### config.mk
export PLATFORM = sky130hd
export DESIGN_NAME = msgpack_object_framer
export DESIGN_NICKNAME = d
export VERILOG_FILES = /design/src/mof_pkg.sv /design/src/mof_hdr_dec.sv /design/src/mof_core.sv /design/src/msgpack_object_framer.sv
export SDC_FILE = /design/constraint.sdc
export NUM_CORES = 1
export LEC_CHECK = 0
export ABC_AREA = 1
export BUFFER_PORTS_ARGS = -buffer_cell sky130_fd_sc_hd__buf_2
export CAP_MARGIN = 20
export CORE_MARGIN = 1
export CORE_UTILIZATION = 40
export CTS_CLUSTER_SIZE = 24
export DETAILED_ROUTE_END_ITERATION = 8
export GPL_TIMING_DRIVEN = 0
export MAX_ROUTING_LAYER = met4
export SYNTH_ARGS = -nofsm -noshare
export SYNTH_HDL_FRONTEND = slang
export SYNTH_HIERARCHICAL = 1
export SYNTH_SLANG_ARGS = --single-unit
### constraint.sdc
create_clock -name clk -period 6.4 [get_ports clk]
set_clock_uncertainty 0.05 [all_clocks]
set_input_delay 1.28 -clock clk [delete_from_list [all_inputs] [get_ports clk]]
set_output_delay 1.28 -clock clk [all_outputs]
set_load 0.05 [all_outputs]
### src/mof_pkg.sv
// ============================================================================
// mof_pkg: shared types and constants for the MessagePack object framer
// Phase and length-target codes, format byte decode record, result record.
// ============================================================================
package mof_pkg;

    // Default widths of the pending-object counter and the group byte counter
    localparam int PENDING_WIDTH_DEF = 40;
    localparam int TOTAL_WIDTH_DEF   = 48;

    // Fixed field widths
    localparam int BYTES_W  = 48;   // group_bytes as shown on the port
    localparam int CFG_W    = 16;   // objects_per_group
    localparam int ACC_W    = 32;   // collected length/count field
    localparam int PAY_W    = ACC_W + 1;  // payload bytes left (ext adds its type byte)
    localparam int ADD_W    = ACC_W + 1;  // children added (a map doubles its count)
    localparam int LEFT_W   = 3;    // length field bytes left
    localparam int CNT_W    = 5;    // small count or size from a format byte

    // Decoder phase
    localparam logic [1:0] PH_HEADER  = 2'd0;
    localparam logic [1:0] PH_LENGTH  = 2'd1;
    localparam logic [1:0] PH_PAYLOAD = 2'd2;

    // What a collected length field means
    localparam logic [1:0] TGT_PAYLOAD = 2'd0;
    localparam logic [1:0] TGT_EXT     = 2'd1;
    localparam logic [1:0] TGT_ARRAY   = 2'd2;
    localparam logic [1:0] TGT_MAP     = 2'd3;

    // Format byte classes
    localparam logic [2:0] HK_LEAF    = 3'd0;
    localparam logic [2:0] HK_ADD     = 3'd1;
    localparam logic [2:0] HK_PAYLOAD = 3'd2;
    localparam logic [2:0] HK_LENGTH  = 3'd3;
    localparam logic [2:0] HK_BAD     = 3'd4;

    typedef struct packed {
        logic [2:0]        kind;
        logic [CNT_W-1:0]  cnt;        // children to add, or payload bytes
        logic [LEFT_W-1:0] len_bytes;  // size of the following length field
        logic [1:0]        target;
    } hdr_dec_t;

    typedef struct packed {
        logic               group_end;
        logic [BYTES_W-1:0] group_bytes;
        logic               format_error;
    } mof_result_t;

endpackage

### src/mof_hdr_dec.sv
// ============================================================================
// mof_hdr_dec: MessagePack format byte decoder
// Classifies one format byte: leaf, container, fixed payload, length or bad.
// ============================================================================
module mof_hdr_dec (
    input  logic [7:0]        data_byte,
    output mof_pkg::hdr_dec_t dec
);
    import mof_pkg::*;

    always_comb
    begin
        dec           = '0;
        dec.kind      = HK_LEAF;
        if (data_byte <= 8'h7f || data_byte >= 8'he0)
        begin
            dec.kind = HK_LEAF;
        end
        else if (data_byte <= 8'h8f)
        begin
            // fixmap: two objects per entry
            dec.kind = HK_ADD;
            dec.cnt  = {data_byte[3:0], 1'b0};
        end
        else if (data_byte <= 8'h9f)
        begin
            dec.kind = HK_ADD;
            dec.cnt  = {1'b0, data_byte[3:0]};
        end
        else if (data_byte <= 8'hbf)
        begin
            dec.kind = HK_PAYLOAD;
            dec.cnt  = data_byte[4:0];
        end
        else
        begin
            case (data_byte)
                8'hc1:
                begin
                    dec.kind = HK_BAD;
                end
                8'hc4, 8'hd9:
                begin
                    dec.kind = HK_LENGTH; dec.len_bytes = 3'd1; dec.target = TGT_PAYLOAD;
                end
                8'hc5, 8'hda:
                begin
                    dec.kind = HK_LENGTH; dec.len_bytes = 3'd2; dec.target = TGT_PAYLOAD;
                end
                8'hc6, 8'hdb:
                begin
                    dec.kind = HK_LENGTH; dec.len_bytes = 3'd4; dec.target = TGT_PAYLOAD;
                end
                8'hc7:
                begin
                    dec.kind = HK_LENGTH; dec.len_bytes = 3'd1; dec.target = TGT_EXT;
                end
                8'hc8:
                begin
                    dec.kind = HK_LENGTH; dec.len_bytes = 3'd2; dec.target = TGT_EXT;
                end
                8'hc9:
                begin
                    dec.kind = HK_LENGTH; dec.len_bytes = 3'd4; dec.target = TGT_EXT;
                end
                8'hdc:
                begin
                    dec.kind = HK_LENGTH; dec.len_bytes = 3'd2; dec.target = TGT_ARRAY;
                end
                8'hdd:
                begin
                    dec.kind = HK_LENGTH; dec.len_bytes = 3'd4; dec.target = TGT_ARRAY;
                end
                8'hde:
                begin
                    dec.kind = HK_LENGTH; dec.len_bytes = 3'd2; dec.target = TGT_MAP;
                end
                8'hdf:
                begin
                    dec.kind = HK_LENGTH; dec.len_bytes = 3'd4; dec.target = TGT_MAP;
                end
                8'hcc, 8'hd0:
                begin
                    dec.kind = HK_PAYLOAD; dec.cnt = 5'd1;
                end
                8'hcd, 8'hd1, 8'hd4:
                begin
                    dec.kind = HK_PAYLOAD; dec.cnt = 5'd2;
                end
                8'hd5:
                begin
                    dec.kind = HK_PAYLOAD; dec.cnt = 5'd3;
                end
                8'hca, 8'hce, 8'hd2:
                begin
                    dec.kind = HK_PAYLOAD; dec.cnt = 5'd4;
                end
                8'hd6:
                begin
                    // fixext 4: type byte plus data
                    dec.kind = HK_PAYLOAD; dec.cnt = 5'd5;
                end
                8'hcb, 8'hcf, 8'hd3:
                begin
                    dec.kind = HK_PAYLOAD; dec.cnt = 5'd8;
                end
                8'hd7:
                begin
                    dec.kind = HK_PAYLOAD; dec.cnt = 5'd9;
                end
                8'hd8:
                begin
                    dec.kind = HK_PAYLOAD; dec.cnt = 5'd17;
                end
                default:
                begin
                    // nil, false, true
                    dec.kind = HK_LEAF;
                end
            endcase
        end
    end

endmodule

### src/mof_core.sv
// ============================================================================
// mof_core: framing state and single-pass next-state logic
// Holds phase, counters and group tally; computes one byte's result.
// ============================================================================
module mof_core #(
    parameter int PENDING_WIDTH = mof_pkg::PENDING_WIDTH_DEF,
    parameter int TOTAL_WIDTH   = mof_pkg::TOTAL_WIDTH_DEF
) (
    input  logic                       clk,
    input  logic                       rst_n,
    input  logic                       step,
    input  logic [7:0]                 data_byte,
    input  logic [mof_pkg::CFG_W-1:0]  objects_per_group,
    output mof_pkg::mof_result_t       result
);
    import mof_pkg::*;

    localparam int SUM_W = PENDING_WIDTH + 1;

    logic [1:0]               phase_reg,    phase_next;
    logic [PENDING_WIDTH-1:0] pend_reg,     pend_next;
    logic [ACC_W-1:0]         acc_reg,      acc_next;
    logic [LEFT_W-1:0]        len_left_reg, len_left_next;
    logic [1:0]               target_reg,   target_next;
    logic [PAY_W-1:0]         pay_left_reg, pay_left_next;
    logic [TOTAL_WIDTH-1:0]   total_reg,    total_next;
    logic [CFG_W-1:0]         objs_reg,     objs_next;

    hdr_dec_t dec;

    mof_hdr_dec u_hdr_dec (
        .data_byte (data_byte),
        .dec       (dec)
    );

    logic [TOTAL_WIDTH-1:0]   total_inc;
    logic [PENDING_WIDTH-1:0] pend_dec;
    logic [PENDING_WIDTH-1:0] pend_base;
    logic [PENDING_WIDTH-1:0] pend_sat;
    logic [SUM_W-1:0]         pend_sum;
    logic [ACC_W-1:0]         acc_new;
    logic                     add_en;
    logic [ADD_W-1:0]         add_cnt;
    logic                     pay_en;
    logic [PAY_W-1:0]         pay_n;
    logic                     top_done;
    logic                     bad;
    logic [CFG_W:0]           obj_inc;
    logic [CFG_W-1:0]         need;

    assign total_inc = (&total_reg) ? total_reg : total_reg + TOTAL_WIDTH'(1);
    assign pend_dec  = (pend_reg != '0) ? pend_reg - PENDING_WIDTH'(1) : pend_reg;
    assign acc_new   = {acc_reg[ACC_W-9:0], data_byte};
    assign need      = (objects_per_group == '0) ? CFG_W'(1) : objects_per_group;
    assign obj_inc   = {1'b0, objs_reg} + (CFG_W+1)'(1);

    always_comb
    begin
        phase_next    = phase_reg;
        pend_next     = pend_reg;
        acc_next      = acc_reg;
        len_left_next = len_left_reg;
        target_next   = target_reg;
        pay_left_next = pay_left_reg;
        total_next    = total_inc;
        objs_next     = objs_reg;
        pend_base     = pend_reg;
        add_en        = 1'b0;
        add_cnt       = '0;
        pay_en        = 1'b0;
        pay_n         = '0;
        top_done      = 1'b0;
        bad           = 1'b0;

        case (phase_reg)
            PH_LENGTH:
            begin
                acc_next = acc_new;
                if (len_left_reg <= LEFT_W'(1))
                begin
                    len_left_next = '0;
                    phase_next    = PH_HEADER;
                    case (target_reg)
                        TGT_PAYLOAD:
                        begin
                            pay_en = 1'b1;
                            pay_n  = {1'b0, acc_new};
                        end
                        TGT_EXT:
                        begin
                            // ext type byte is skipped with the data
                            pay_en = 1'b1;
                            pay_n  = {1'b0, acc_new} + PAY_W'(1);
                        end
                        TGT_ARRAY:
                        begin
                            add_en  = 1'b1;
                            add_cnt = {1'b0, acc_new};
                        end
                        default:
                        begin
                            add_en  = 1'b1;
                            add_cnt = {acc_new, 1'b0};
                        end
                    endcase
                end
                else
                begin
                    len_left_next = len_left_reg - LEFT_W'(1);
                end
            end
            PH_PAYLOAD:
            begin
                if (pay_left_reg <= PAY_W'(1))
                begin
                    pay_left_next = '0;
                    phase_next    = PH_HEADER;
                    top_done      = (pend_reg == '0);
                end
                else
                begin
                    pay_left_next = pay_left_reg - PAY_W'(1);
                end
            end
            default:
            begin
                // format byte: it fills one owed slot first
                pend_base = pend_dec;
                pend_next = pend_dec;
                case (dec.kind)
                    HK_ADD:
                    begin
                        add_en  = 1'b1;
                        add_cnt = ADD_W'(dec.cnt);
                    end
                    HK_PAYLOAD:
                    begin
                        pay_en = 1'b1;
                        pay_n  = PAY_W'(dec.cnt);
                    end
                    HK_LENGTH:
                    begin
                        acc_next      = '0;
                        len_left_next = dec.len_bytes;
                        target_next   = dec.target;
                        phase_next    = PH_LENGTH;
                    end
                    HK_BAD:
                    begin
                        bad = 1'b1;
                    end
                    default:
                    begin
                        top_done = (pend_dec == '0);
                    end
                endcase
            end
        endcase

        pend_sum = {1'b0, pend_base} + SUM_W'(add_cnt);
        pend_sat = pend_sum[PENDING_WIDTH] ? '1 : pend_sum[PENDING_WIDTH-1:0];

        if (add_en)
        begin
            pend_next = pend_sat;
            top_done  = (pend_sat == '0);
        end

        if (pay_en)
        begin
            if (pay_n == '0)
            begin
                top_done = (pend_base == '0);
            end
            else
            begin
                pay_left_next = pay_n;
                phase_next    = PH_PAYLOAD;
            end
        end

        result              = '0;
        result.group_bytes  = BYTES_W'(total_inc);

        if (bad)
        begin
            // drop the group and restart at a format byte
            phase_next          = PH_HEADER;
            pend_next           = '0;
            total_next          = '0;
            objs_next           = '0;
            result.group_bytes  = '0;
            result.format_error = 1'b1;
        end
        else if (top_done)
        begin
            if (obj_inc >= {1'b0, need})
            begin
                result.group_end = 1'b1;
                total_next       = '0;
                objs_next        = '0;
            end
            else
            begin
                objs_next = obj_inc[CFG_W-1:0];
            end
        end
    end

    always_ff @(posedge clk or negedge rst_n)
    begin
        if (!rst_n)
        begin
            phase_reg    <= PH_HEADER;
            pend_reg     <= '0;
            acc_reg      <= '0;
            len_left_reg <= '0;
            target_reg   <= TGT_PAYLOAD;
            pay_left_reg <= '0;
            total_reg    <= '0;
            objs_reg     <= '0;
        end
        else if (step)
        begin
            phase_reg    <= phase_next;
            pend_reg     <= pend_next;
            acc_reg      <= acc_next;
            len_left_reg <= len_left_next;
            target_reg   <= target_next;
            pay_left_reg <= pay_left_next;
            total_reg    <= total_next;
            objs_reg     <= objs_next;
        end
    end

endmodule

### src/msgpack_object_framer.sv
// ============================================================================
// msgpack_object_framer: MessagePack top-level object framer
// Stream in bytes, stream out one result beat per byte with group boundaries.
// ============================================================================
// Every input beat carries one byte of a MessagePack stream and produces
// exactly one output beat, in order. The block decodes format bytes, gathers
// big-endian length and count fields, skips payload (ext type byte included)
// and tracks nesting as a single count of objects still owed. When
// objects_per_group top-level objects have completed (0 behaves as 1), the
// beat for the closing byte has tlast set and tdata holds the group size in
// bytes, saturating. Other beats show the running size. A format byte 0xc1
// raises tuser, reports size 0 and drops the group in progress. Throughput is
// one byte per clock when the output is not stalled: each byte passes an
// input register, one pass of decode and counter update logic, and an
// output register. The result beat is offered from the output register once
// the byte has passed the input register and the decode logic. Both
// registers hold under backpressure and a new byte is taken in the same
// cycle the previous one advances. cfg_data is always accepted; write it
// only while the block is idle (all results delivered). It resets to 1.
module msgpack_object_framer #(
    parameter int PENDING_WIDTH = mof_pkg::PENDING_WIDTH_DEF,
    parameter int TOTAL_WIDTH   = mof_pkg::TOTAL_WIDTH_DEF
) (
    input  logic                      clk,
    input  logic                      rst_n,
    // input stream
    input  logic                      s_tvalid,
    output logic                      s_tready,
    input  logic [7:0]                s_tdata,    // [7:0] data_byte
    // result stream
    output logic                      m_tvalid,
    input  logic                      m_tready,
    output logic [mof_pkg::BYTES_W-1:0] m_tdata,  // [47:0] group_bytes
    output logic                      m_tlast,    // group_end
    output logic                      m_tuser,    // [0] format_error
    // objects_per_group write
    input  logic                      cfg_valid,
    output logic                      cfg_ready,
    input  logic [mof_pkg::CFG_W-1:0] cfg_data
);
    import mof_pkg::*;

    logic              in_valid_reg, in_valid_next;
    logic [7:0]        in_byte_reg;
    logic              out_valid_reg, out_valid_next;
    mof_result_t       out_res_reg;
    logic [CFG_W-1:0]  opg_reg;
    logic              advance;
    mof_result_t       result;

    // byte moves from input register to output register this cycle
    assign advance  = in_valid_reg && (!out_valid_reg || m_tready);
    assign s_tready = !in_valid_reg || advance;

    assign m_tvalid = out_valid_reg;
    assign m_tdata  = out_res_reg.group_bytes;
    assign m_tlast  = out_res_reg.group_end;
    assign m_tuser  = out_res_reg.format_error;

    assign cfg_ready = 1'b1;

    mof_core #(
        .PENDING_WIDTH (PENDING_WIDTH),
        .TOTAL_WIDTH   (TOTAL_WIDTH)
    ) u_core (
        .clk               (clk),
        .rst_n             (rst_n),
        .step              (advance),
        .data_byte         (in_byte_reg),
        .objects_per_group (opg_reg),
        .result            (result)
    );

    always_comb
    begin
        in_valid_next = in_valid_reg;
        if (s_tvalid && s_tready)
        begin
            in_valid_next = 1'b1;
        end
        else if (advance)
        begin
            in_valid_next = 1'b0;
        end

        out_valid_next = out_valid_reg;
        if (advance)
        begin
            out_valid_next = 1'b1;
        end
        else if (m_tready)
        begin
            out_valid_next = 1'b0;
        end
    end

    always_ff @(posedge clk or negedge rst_n)
    begin
        if (!rst_n)
        begin
            in_valid_reg  <= 1'b0;
            out_valid_reg <= 1'b0;
            opg_reg       <= CFG_W'(1);
        end
        else
        begin
            in_valid_reg  <= in_valid_next;
            out_valid_reg <= out_valid_next;
            if (cfg_valid && cfg_ready)
            begin
                opg_reg <= cfg_data;
            end
        end
    end

    // payload registers, no reset
    always_ff @(posedge clk)
    begin
        if (s_tvalid && s_tready)
        begin
            in_byte_reg <= s_tdata;
        end
        if (advance)
        begin
            out_res_reg <= result;
        end
    end

endmodule

Word level (Yosys, flattened, before mapping)
Index checks and enable logic that the tools add are counted.
Storage, ports and cells
  bits in read-only memories: 0
  latch bits: 0
  output and inout bits: 53
  logic and storage cells: 176
  flip-flop bits (word level): 244
  memory bits (writable): 0
  memories: 0
Operators by class
  $lt $le $gt $ge: 8
  bitwise operators: 3
  shift operators: 0
  muxes and demuxes: 70
  reductions and logical operators: 36
  equality and inequality tests: 37
  div/mod/pow operators: 0
  $mul: 0
  add/sub/neg operators: 7
Operator list (count)
  $pmux W33 S2: 4
  $eq A8 B8 Y1 const B: 29
  $mux W40: 5
  $mux W33: 6
  $mux W48: 4
  $logic_not A40 Y1: 4
  $mux W16: 4
  $pmux W5 S10: 1
  $add A48 B1 Y48 const B: 1
  $pmux W24 S2: 1
  $reduce_and A48 Y1: 1
  $add A40 B33 Y41: 1
  $pmux W5 S8: 1
  $reduce_bool A40 Y1: 1
  $sub A40 B1 Y40 const B: 1
  $add A32 B1 Y33 const B: 1
  $le A33 B1 Y1 const B: 1
  $logic_not A33 Y1: 1
  $sub A33 B1 Y33 const B: 1
  $mux W5: 5
  $le A8 B8 Y1 const B: 3
  $mux W24: 1
  $mux W8: 3
  $mux W1: 19
  other kinds (32): 62

Depth between registers and ports, before layout
Gate-level depths: netlist of run 1.
  word-level depth: 18
  gate-level depth with buffers: 44

Modules after synthesis
The synthesis of run 1 kept the hierarchy.
By module, submodules not included
  mof_core: instances 1, sequential area each 4204.0 µm², cells each 2752, area each 17132.7 µm²
  msgpack_object_framer: instances 1, sequential area each 2193.4 µm², cells each 139, area each 2493.6 µm²
  mof_hdr_dec: instances 1, sequential area each 0.0 µm², cells each 131, area each 576.8 µm²

Worst setup path after synthesis of run 1
Ideal clock, no wire load.
  path type: input port to flip-flop
  start point: input m_tready
  end point: register u_core.pend_reg[0]
  stages: 6
  buffers on the path: 3
  arrival time: 5.255 ns
  setup slack: 0.955 ns
  cell sequence: inv_1 -> a21oi_1 -> buf_2 -> clkbuf_1 -> buf_1 -> o22ai_1
On the way
  longest elaborated chain between the ends: 2
Ends and longest elaborated chain
  start: declaration: RTL line msgpack_object_framer.sv:32  | input logic m_tready,
  $logic_or A1 B1 Y1: RTL line msgpack_object_framer.sv:52  | assign advance = in_valid_reg && (!out_valid_reg || m_tready);
  $logic_and A1 B1 Y1: RTL line msgpack_object_framer.sv:52
  net advance: RTL line msgpack_object_framer.sv:48  | logic advance;
  end signal: assignment: RTL line mof_core.sv:226  | pend_reg <= pend_next;
  end: declaration: RTL line mof_core.sv:21  | logic [PENDING_WIDTH-1:0] pend_reg, pend_next;
The timed path passes the listed nets, and every way through them passes these cells.
A chain may end at the register's enable or synchronous reset.

==> run metrics, run 1 <==
first-pass GRT wire length 119000 um; Fin Hold WS 0.433 ns; Worst Setup Start Kind flop; Multi-input gate area 11800 sq um; TritonRoute pass-1 iters 6; RePlAce Congestion 0.992; Cells after Synth 3022; port buffer count 80; Final Critical Period 5.98 ns; DRC 0; setup ws final 0.420 ns; root buffer cell clkbuf_16; Min-Delay Path Class reg -> reg; initial antenna violation count 0; fraction of layout cells with a size suffix above 1 0.111; clock sink count 244; number of distinct library cells after synthesis 68; most frequent cells in the layout nand2_1, nor2_1, inv_1, dfrtp_1, nand3_1; Synth Register Bits 244; ys async rst share 0.762; Setup violations, final 0; die extent in x 227 um; Max rail drop VDD 0.252 mV; CP max stage delay 0.49 ns; Layout fillers 5241; worst-path fanout max 10; CTS Buf Count 31; WL/cell 20.3 um; Setup CP Type reg -> reg; row cnt 81; grt ovf 0; Critical Path AT 6.43 ns; initial core utilization 0.409; max-slew violations 0; Final Hold Viols 0; max_slew headroom 0.229; dominant register cell in the synthesized netlist dfrtp_1; die area 51400 sq um; DP Wirelength 62900 um; # diodes 0; nets@finish 3255; area grow syn2layout 13.0%; dpl ws -0.447 ns; commonest non-fill, non-tap cell in the layout nand2_1; Reg area 6400 sq um; clock slew seen by the registers of the worst setup and hold paths 0.06 ns; mapped cell area 20200 sq um; vias per inst 5.53; Worst-Skew Late Latency 0.61 ns; DRT iter0 DRCs 2296; Total Routing Usage GR 0.312; Die Span Y 227 um; H-tree Lvls 1; largest net degree at the start of global routing 72; Synthesized Nets 3112; max_cap viols 0; Hold Buf Count CTS 0; vias in the first global route 19.8k; CORE AREA 49400 sq um; Top cell by count, worst path nand2_1; Tcrit/Tclk final 0.934; CTS tree built; DR vias 21.3k; P per Cell Area 406 nW/um^2; Routed Antenna Nets 0; Avg Synthesized Cell Area 6.69 sq um; Routed WL 78200 um; R2R setup slack 0.42 ns; EDFF count, synth 58; CTS Buffer Depth 3; critical path required time 6.85 ns; post-synthesis sequential area ratio 0.317; Max Fclk 167 MHz; Synth warnings 6; leak pwr 10.4 nW; Worst setup EP type flop; Slew @ Worst Pin 1.13 ns; Slowest-stage cell, CP edfxtp_1; status completed; # IOs 82
## cell type report
type,instances,share of cell area
buffer,91,0.0203
inverter,412,0.0680
timing repair buffer,112,0.0301
clock inverter,19,0.0101
sequential,244,0.280
multi-input combinational,2273,0.519
tap,664,0.0364
clock buffer,39,0.0362
## cell families (layout without fill, tap and decap cells)
logic type / Yosys count / count (layout) / synth area share
AOI/OAI and AO/OA: 434 / 434 / 0.129
buffers and inverters: 505 / 673 / 0.0996
adders and majority gates: 61 / 61 / 0.0381
other: 1 / 1 / 0.000186
xor gates and xnor gates: 94 / 94 / 0.0408
DFF: 244 / 244 / 0.317
and+or+nand+nor: 1683 / 1683 / 0.376
## final timing paths
kind                               startpoint  depth (start not counted)                 endpoint
max                            in_byte_reg[3]                         40     u_core/total_reg[41]
min                        u_core/objs_reg[8]                          2       u_core/objs_reg[8]
max reg2reg                    in_byte_reg[3]                         40     u_core/total_reg[41]
min reg2reg                u_core/objs_reg[8]                          2       u_core/objs_reg[8]
max in group asynchronous               rst_n                          2               opg_reg[0]
min in group asynchronous               rst_n                          1  u_core/pay_left_reg[18]
## worst max-delay path, delay by kind of cell (launching register included)
family / cells / cell delay [ns]
AND/OR/NAND/NOR: 29 / 3.15
buffers and inverters: 6 / 0.90
AO/OA/AOI/OAI: 2 / 0.44
adder cells (fa/ha/maj): 2 / 0.66
XOR/XNOR: 1 / 0.20
flip-flops: 1 / 0.49
## repair_timing
action | 4_1_cts | 5_1_grt
resized for setup | 3 | 27
setup endpoints to repair | 90 | 76
pin swaps | 0 | 1
buffers inserted | 1 | 22
gates cloned | 0 | 0
## per-stage QoR
stage / area, sq um / utilization / std cells / total power, W / TNS (ns)
floorplan: 20200 / - / 3022 / 0.00557 / 0
global placement: 21400 / 0.434 / 3766 / 0.00725 / -101.90
detailed placement: 21600 / 0.437 / 3775 / 0.00728 / -20.89
CTS: 22600 / 0.459 / 3834 / 0.00914 / 0
global route: 22800 / 0.463 / 3854 / 0.00990 / -0.00549
finish: 22800 / 0.463 / 3854 / 0.00928 / 0
## layer usage
layer	wire, um	GRT usage
met1	36300	0.435
met5	0	-
met2	34600	0.478
met3	4990	0.0316
met4	2300	0.0861
## where the power goes
| part | internal [W] | switching (W) | leakage (nW) | total [W] |
|---|---|---|---|---|
| logic | 0.00144 | 0.00364 | 6.96 | 0.00508 |
| registers | 0.00191 | 0.000443 | 2.98 | 0.00236 |
| clock network | 0.00108 | 0.000763 | 0.506 | 0.00184 |
## synth_stat cells, types with 58 or more instances
master	instances	area share
a21oi_1	96	0.024
clkbuf_1	61	0.011
dfrtp_1	185	0.23
edfxtp_1	58	0.086
ha_1	60	0.037
inv_1	383	0.071
nand2_1	750	0.14
nand3_1	171	0.042
nand4_1	80	0.025
nor2_1	447	0.083
nor3_1	74	0.018
o21ai_0	152	0.038
xor2_1	78	0.034
Power figures use the tool's default switching activity.
==> run 2: changes to the inputs <==
ABC_AREA = 0   (was 1)
ABC_CLOCK_PERIOD_IN_PS = 6400   (was unset)
==> run 2 against run 1 <==
  * The run now ends with design-rule violations left
  * Area after synthesis is 5.2% lower
  * Wire length decreased by 12%
  * Final cell count down 19%
  * Register-to-register slack worse by 0.28 ns
  * Sequential share of layout area is 0.062 points higher
  * Non-clock buffer count is 91 higher
  * Via count fell by 11%
  * Combinational power is 31% lower
  * First-iteration DRC count decreased by 3.9%
  * Critical path depth shrank 17
  * Global-route usage shrank 2.5 points
  * Clock power is 2% lower
==> run metrics, run 2 <==
Worst setup EP type flop; met2 Track Usage GR 0.441 (-0.0371); setup ws final 0.141 ns (-0.279 ns); Final Hold Viols 0 (unchanged); Global Route met3 Usage 0.0329 (+0.00123); Max Fclk 160 MHz (-4.5%); Fin Setup TNS 0 ns (unchanged); nets@finish 2564 (-21%); Total Routing Usage GR 0.287 (-0.0251); Synth warnings 6 (unchanged); DRT iter0 DRCs 2206 (-3.9%); die area 48700 sq um (-5.2%); mapped cell area 19100 sq um (-5.2%); vias in the first global route 17.9k (-9.6%); Min-Delay Path Class reg -> reg; die extent in x 221 um (-2.6%); DRC 10 (+10); most common cell in the netlist nor2_1; commonest non-fill, non-tap cell in the layout nor2_1; RSZ-0062 raised after global routing true; Critical Path AT 6.66 ns (+0.23 ns); CTS tree built; dpl ws -1.72 ns (-1.27 ns); initial antenna violation count 1 (+1); Setup CP Type reg -> reg; first-pass GRT wire length 105000 um (-11%); CP startpoint u_core/pend_reg[1]; H-tree Lvls 1 (unchanged); Max rail drop VDD 0.254 mV (+0.60%); placed cell area 20400 sq um (-5.5%); EDFF count, synth 58 (unchanged); critical path required time 6.80 ns (-0.05 ns); row cnt 79 (-2.5%); Die Span Y 221 um (-2.6%); Layout fillers 4598 (-12%); # IOs 82 (unchanged); Slowest-stage cell, CP or4_1; top cell type's share of synthesized area 0.242 (+0.0127); Tcrit/Tclk final 0.978 (+0.0437); Reg2Reg Launch Point u_core/pend_reg[1]; fraction of layout cells with a size suffix above 1 0.179 (+0.0673); DP Wirelength 51000 um (-19%); worst reg2reg path depth 23 (-43%); max_slew headroom 0.260 (+0.0310); TritonRoute pass-1 iters 8 (+2); CORE AREA 46900 sq um (-5.1%); vias per inst 6.09 (+10%); port buffer count 79 (-1.3%); Avg Synthesized Cell Area 8.31 sq um (+24%); ys async rst share 0.762 (unchanged); post-synthesis sequential area ratio 0.334 (+0.0175); grt met1 use 0.394 (-0.0415); max_cap viols 0 (unchanged); Worst Setup Start Kind flop; Routed Antenna Nets 0 (unchanged); CP Buf/Inv Count 4 (-2); Final Critical Period 6.26 ns (+0.279 ns); cells along the critical path inv_2, ha_1, or3b_4, nor4_4, a41o_1, buf_4, nor2_1, xnor2_2, ha_2, nand4_1, nor2_1, a32o_1, or3b_4, a31oi_2, xnor2_2, or4_1, or3_4, nor4b_4, buf_4, a22oi_4, buf_8, nand2_2, a21oi_1; root buffer cell clkbuf_16; leak pwr 9.06 nW (-13%); r2r endpoint u_core/total_reg[44]; Worst-Skew Late Latency 0.61 ns (about the same); Setup violations, final 0 (unchanged); worst-path fanout max 9 (-1); CTS Buffer Depth 3 (unchanged); failing checks design-rule violations; P per Cell Area 336 nW/um^2 (-17%); crit path capture u_core/total_reg[44]; Synthesized Nets 2395 (-23%); WL/cell 22.1 um (+9.0%); Routed WL 68700 um (-12%); CP max stage delay 0.53 ns (+0.04 ns); Hold Buf Count CTS 0 (unchanged); final core occ 0.487 (+0.0240); max-slew violations 0 (unchanged); RePlAce Congestion 1.01 (+2.1%); area grow syn2layout 19.1%; DR vias 18.9k (-11%); clock sink count 244 (unchanged); Synth Register Bits 244 (unchanged); critical path depth 23 (-43%); GR peak layer met2; R2R setup slack 0.14 ns (-0.28 ns); main area contributors after synthesis dfrtp_1, edfxtp_1, xnor2_1; cell area after layout 22800 sq um (-0.14%); number of distinct library cells after synthesis 110 (+62%); largest net degree at the start of global routing 112 (+56%); dominant register cell in the synthesized netlist dfrtp_1; status complete, but fails checks; most frequent cells in the layout nor2_1, nand2_1, dfrtp_1, o21ai_0, inv_1; grt ovf 0 (unchanged); Fin Hold WS 0.428 ns (-0.00540 ns); clock slew seen by the registers of the worst setup and hold paths 0.07 ns (about the same); hold wc startpoint in_valid_reg; CTS Buf Count 30 (-3.2%); Slew @ Worst Pin 1.10 ns (-0.0253 ns); most common library cells after synthesis nor2_1, nand2_1, o21ai_0; initial core utilization 0.409 (-0.000692); Top delay family on crit path simple AND/OR/NAND/NOR gates; Synth area leader dfrtp_1; Cells after Synth 2305 (-24%)
==> run 2: changes by cell type in the layout (fill, tap and decap cells not counted), sizes merged, moves of 26 or more <==
cell	change
nand3	-144
nor2	-246
a22o	+38
buf	+64
inv	-297
or3	+37
o21ai	+26
and3	+33
nor4	+26
nand2	-549
xor2	-26
nand4	-30
xnor2	+97
mux2i	+37
==> run 2: logic make-up (layout without fill, tap and decap cells) <==
group | Yosys count | after routing | synth area share
buffers and inverters | 267 | 460 | 0.0597
AND/OR/NAND/NOR | 938 | 938 | 0.256
multiplexers | 56 | 56 | 0.0327
flip-flops | 244 | 244 | 0.334
XOR/XNOR | 165 | 165 | 0.0755
other | 1 | 2 | 0.000196
adder cells (fa/ha/maj) | 61 | 61 | 0.0403
AO/OA/AOI/OAI | 573 | 573 | 0.201
==> run 2: final cells by class <==
| class | instances | area, sq um | area share |
|---|---|---|---|
| Inverter | 110 | 419 | 0.0184 |
| Tap cell | 607 | 759 | 0.0333 |
| Multi-Input combinational cell | 1794 | 12400 | 0.544 |
| Antenna cell | 1 | 2.50 | 0.000110 |
| Buffer | 139 | 704 | 0.0309 |
| Sequential cell | 244 | 6400 | 0.281 |
| Clock buffer | 36 | 783 | 0.0343 |
| Clock inverter | 20 | 256 | 0.0112 |
| Timing Repair Buffer | 155 | 1060 | 0.0467 |
==> run 2: power by group <==
group | leakage (nW) | switching [W] | internal (W)
sequential | 2.99 | 0.000415 | 0.00195
combinational | 5.57 | 0.00214 | 0.00136
clock | 0.500 | 0.000754 | 0.00105
==> run 2: per-stage QoR <==
step,total power [W],cells
floorplan,0.00441,2305
global placement,0.00528,2991
detailed placement,0.00532,2994
CTS,0.00742,3077
global route,0.00810,3106
finish,0.00767,3106
==> run 2: how the worst min path moves through the flow <==
stage / cells after the start / endpoint
floorplan: 1 / m_tvalid
global placement: 1 / m_tvalid
detailed placement: 1 / u_core/pay_left_reg[30]
CTS: 1 / m_tvalid
global route: 1 / m_tvalid
finish: 1 / m_tvalid
==> run 2: timing repair <==
item / 4_1_cts / 5_1_grt
gates resized for setup: 75 / 98
setup endpoints to repair: 105 / 86
setup buffers: 39 / 31
cloned: 0 / 2
pin swaps: 27 / 45
==> run 2: metal layers <==
metal	vias to the layer above	wire length [um]
met3	153	4720
met5	-	0
met4	0	2330
li1	8725	-
met1	9238	30700
met2	801	31000
==> run 2: worst reg2reg max path, cell delays in order (launching register included) <==
cell     delay [ns]
dfrtp_2        0.44
inv_2          0.08
ha_1           0.12
or3b_4         0.41
nor4_4         0.27
a41o_1         0.32
buf_4          0.19
nor2_1         0.08
xnor2_2        0.39
ha_2           0.43
nand4_1        0.16
nor2_1         0.06
a32o_1         0.29
or3b_4         0.45
a31oi_2        0.24
xnor2_2        0.12
or4_1          0.53
or3_4          0.39
nor4b_4        0.25
buf_4          0.20
a22oi_4        0.13
buf_8          0.19
nand2_2        0.21
a21oi_1        0.11
==> run 3: changes to the inputs <==
SETUP_SLACK_MARGIN = 0.5   (was unset)
==> run 3 against run 2 <==
  * The flow still finishes with violations (design-rule violations)
  * Wire length rose by 3.5%
  * Utilization is 2.7 points higher
  * Sequential share of layout area fell by 1.5 points
  * Die area did not move
  * Flip-flop and latch count unchanged
  * Clock power is 3% higher
  * Fmax up 1.5%
  * Worst hold slack gained 0.0010 ns
  * Critical endpoint is now u_core/total_reg[27]
  * Largest power group unchanged
==> run metrics, run 3 (same netlist as run 2, synthesis figures left out) <==
status complete, but fails checks; failing checks design-rule violations; clock slew seen by the registers of the worst setup and hold paths 0.06 ns (about the same); max-slew violations 0 (unchanged); first-pass GRT wire length 109000 um (+3.2%); Int Power 0.00462 W (+6.1%); CORE AREA 46900 sq um (unchanged); P_sw 0.00345 W (+4.4%); R2R setup slack 0.23 ns (+0.09 ns); Setup violations, final 0 (unchanged); Min-Delay Path Class reg -> reg; Die Span Y 221 um (unchanged); commonest non-fill, non-tap cell in the layout nor2_1; Top cell by count, worst path buf_6; RePlAce Congestion 0.967 (-4.5%); clock sink count 244 (unchanged); r2r endpoint u_core/total_reg[27]; grt ovf 0 (unchanged); DRC 12 (+2); Top delay family on crit path compound AO/OA/AOI/OAI gates; Slew @ Worst Pin 1.06 ns (-0.0366 ns); row cnt 79 (unchanged); setup ws final 0.232 ns (+0.0915 ns); Clock power frac 0.229 (-0.006); largest net degree at the start of global routing 100 (-11%); Max rail drop VDD 0.220 mV (-13%); combinational power share 0.483 (+0.027); initial antenna violation count 0 (-1); Tcrit/Tclk final 0.964 (-0.0143); Setup CP Type reg -> reg; Worst-Skew Late Latency 0.61 ns (about the same); Critical Path AT 6.59 ns (-0.07 ns); port buffer count 79 (unchanged); Total Routing Usage GR 0.299 (+0.0116); Worst setup EP type flop; die extent in x 221 um (unchanged); max_slew headroom 0.290 (+0.0296); Reg2Reg Launch Point in_byte_reg[2]; vias per inst 6.07 (-0.28%); DP Wirelength 52100 um (+2.1%); Max Fclk 162 MHz (+1.5%); nets@finish 2646 (+3.2%); # IOs 82 (unchanged); leak pwr 9.68 nW (+6.7%); final core occ 0.514 (+0.0272); fraction of layout cells with a size suffix above 1 0.228 (+0.0498); Fin Hold WS 0.429 ns (+0.00103 ns); TritonRoute pass-1 iters 7 (-1); vias in the first global route 18.4k (+2.8%); Routed Antenna Nets 0 (unchanged); DR vias 19.4k (+2.3%); critical path depth 29 (+26%); dpl ws -1.26 ns (+0.460 ns); die area 48700 sq um (unchanged); crit path capture u_core/total_reg[27]; Sw Share 0.427 (-0.00390); Final Critical Period 6.17 ns (-0.0915 ns); max_cap viols 0 (unchanged); CTS tree built; area grow syn2layout 25.8%; Final Hold Viols 0 (unchanged); Hold Buf Count CTS 0 (unchanged); sequential share of power 0.288 (-0.021); Routed WL 71100 um (+3.5%); WL/cell 22.3 um (+0.84%); CP Buf/Inv Count 7 (+3); initial core utilization 0.409 (unchanged); RSZ-0062 raised after global routing true; # diodes 0 (-1); critical path required time 6.82 ns (+0.02 ns); DRT iter0 DRCs 1760 (-20%); Worst Setup Start Kind flop; Slowest-stage cell, CP or4b_4; worst reg2reg path depth 29 (+26%); CP startpoint in_byte_reg[2]; CTS Buffer Depth 3 (unchanged); P per Cell Area 335 nW/um^2 (-0.24%); CP max stage delay 0.50 ns (-0.03 ns); root buffer cell clkbuf_16; most frequent cells in the layout nor2_1, nand2_1, dfrtp_1, o21ai_0, buf_4; H-tree Lvls 1 (unchanged); worst-path fanout max 6 (-3); CTS Buf Count 30 (unchanged)
-- run 3: metrics by stage --
step	instances	TNS (ns)	total power (W)	area (sq um)
after floorplan	2305	0	0.00446	19200
after global placement	2991	-88.02	0.00534	20400
after detailed placement	2994	-90.61	0.00538	20500
after CTS	3148	0	0.00779	23300
after global routing	3187	0	0.00848	24100
final	3187	0	0.00807	24100
-- run 3: layout make-up --
type                            instances  area (sq um)
Clock inverter                         23           303
Buffer                                157           918
Sequential cell                       244          6400
Fill cell                            4468         22800
Clock buffer                           33           762
Tap cell                              607           759
Multi-Input combinational cell       1794         12900
Timing Repair Buffer                  219          1630
Inverter                              110           425
-- run 3: worst register-to-register path, delay by kind of cell, from the launching register on --
family | cells | cell delay (ns)
buffers and inverters | 7 | 0.94
muxes | 1 | 0.16
DFF | 1 | 0.45
AOI/OAI and AO/OA | 11 | 1.96
and+or+nand+nor | 8 | 1.92
adders and majority gates | 2 | 0.56
-- run 3: worst min-delay path by stage --
stage | startpoint | end | slack (ns) | cells past startpoint
floorplan | in_valid_reg | m_tvalid | 0.40 | 1
global placement | in_valid_reg | m_tvalid | 0.41 | 1
detailed placement | in_valid_reg | m_tvalid | 0.42 | 1
CTS | in_valid_reg | m_tvalid | 0.43 | 1
global route | u_core/pay_left_reg[6] | u_core/pay_left_reg[6] | 0.46 | 1
finish | in_valid_reg | m_tvalid | 0.43 | 1
-- run 3: power groups by stage --
stage	combinational, W	clock [W]	sequential, W
6_report	0.00390	0.00185	0.00233
5_1_grt	0.00418	0.00194	0.00237
4_1_cts	0.00360	0.00188	0.00231
3_5_place_dp	0.00307	0	0.00231
3_3_place_gp	0.00303	0	0.00231
2_1_floorplan	0.00210	0	0.00236
-- run 3: routing by layer --
metal / global-route usage / wire length [um] / up-vias
met1: 0.398 / 30800 / 9475
met3: 0.0404 / 5280 / 168
met5: - / 0 / -
met4: 0.116 / 3160 / 0
met2: 0.458 / 31900 / 781
li1: - / - / 8932
-- run 3: timing repair --
action / 4_1_cts / 5_1_grt
gates resized for setup: 207 / 137
setup endpoints to repair: 105 / 84
pin swaps: 75 / 41
buffers inserted: 95 / 36
cloned: 3 / 1
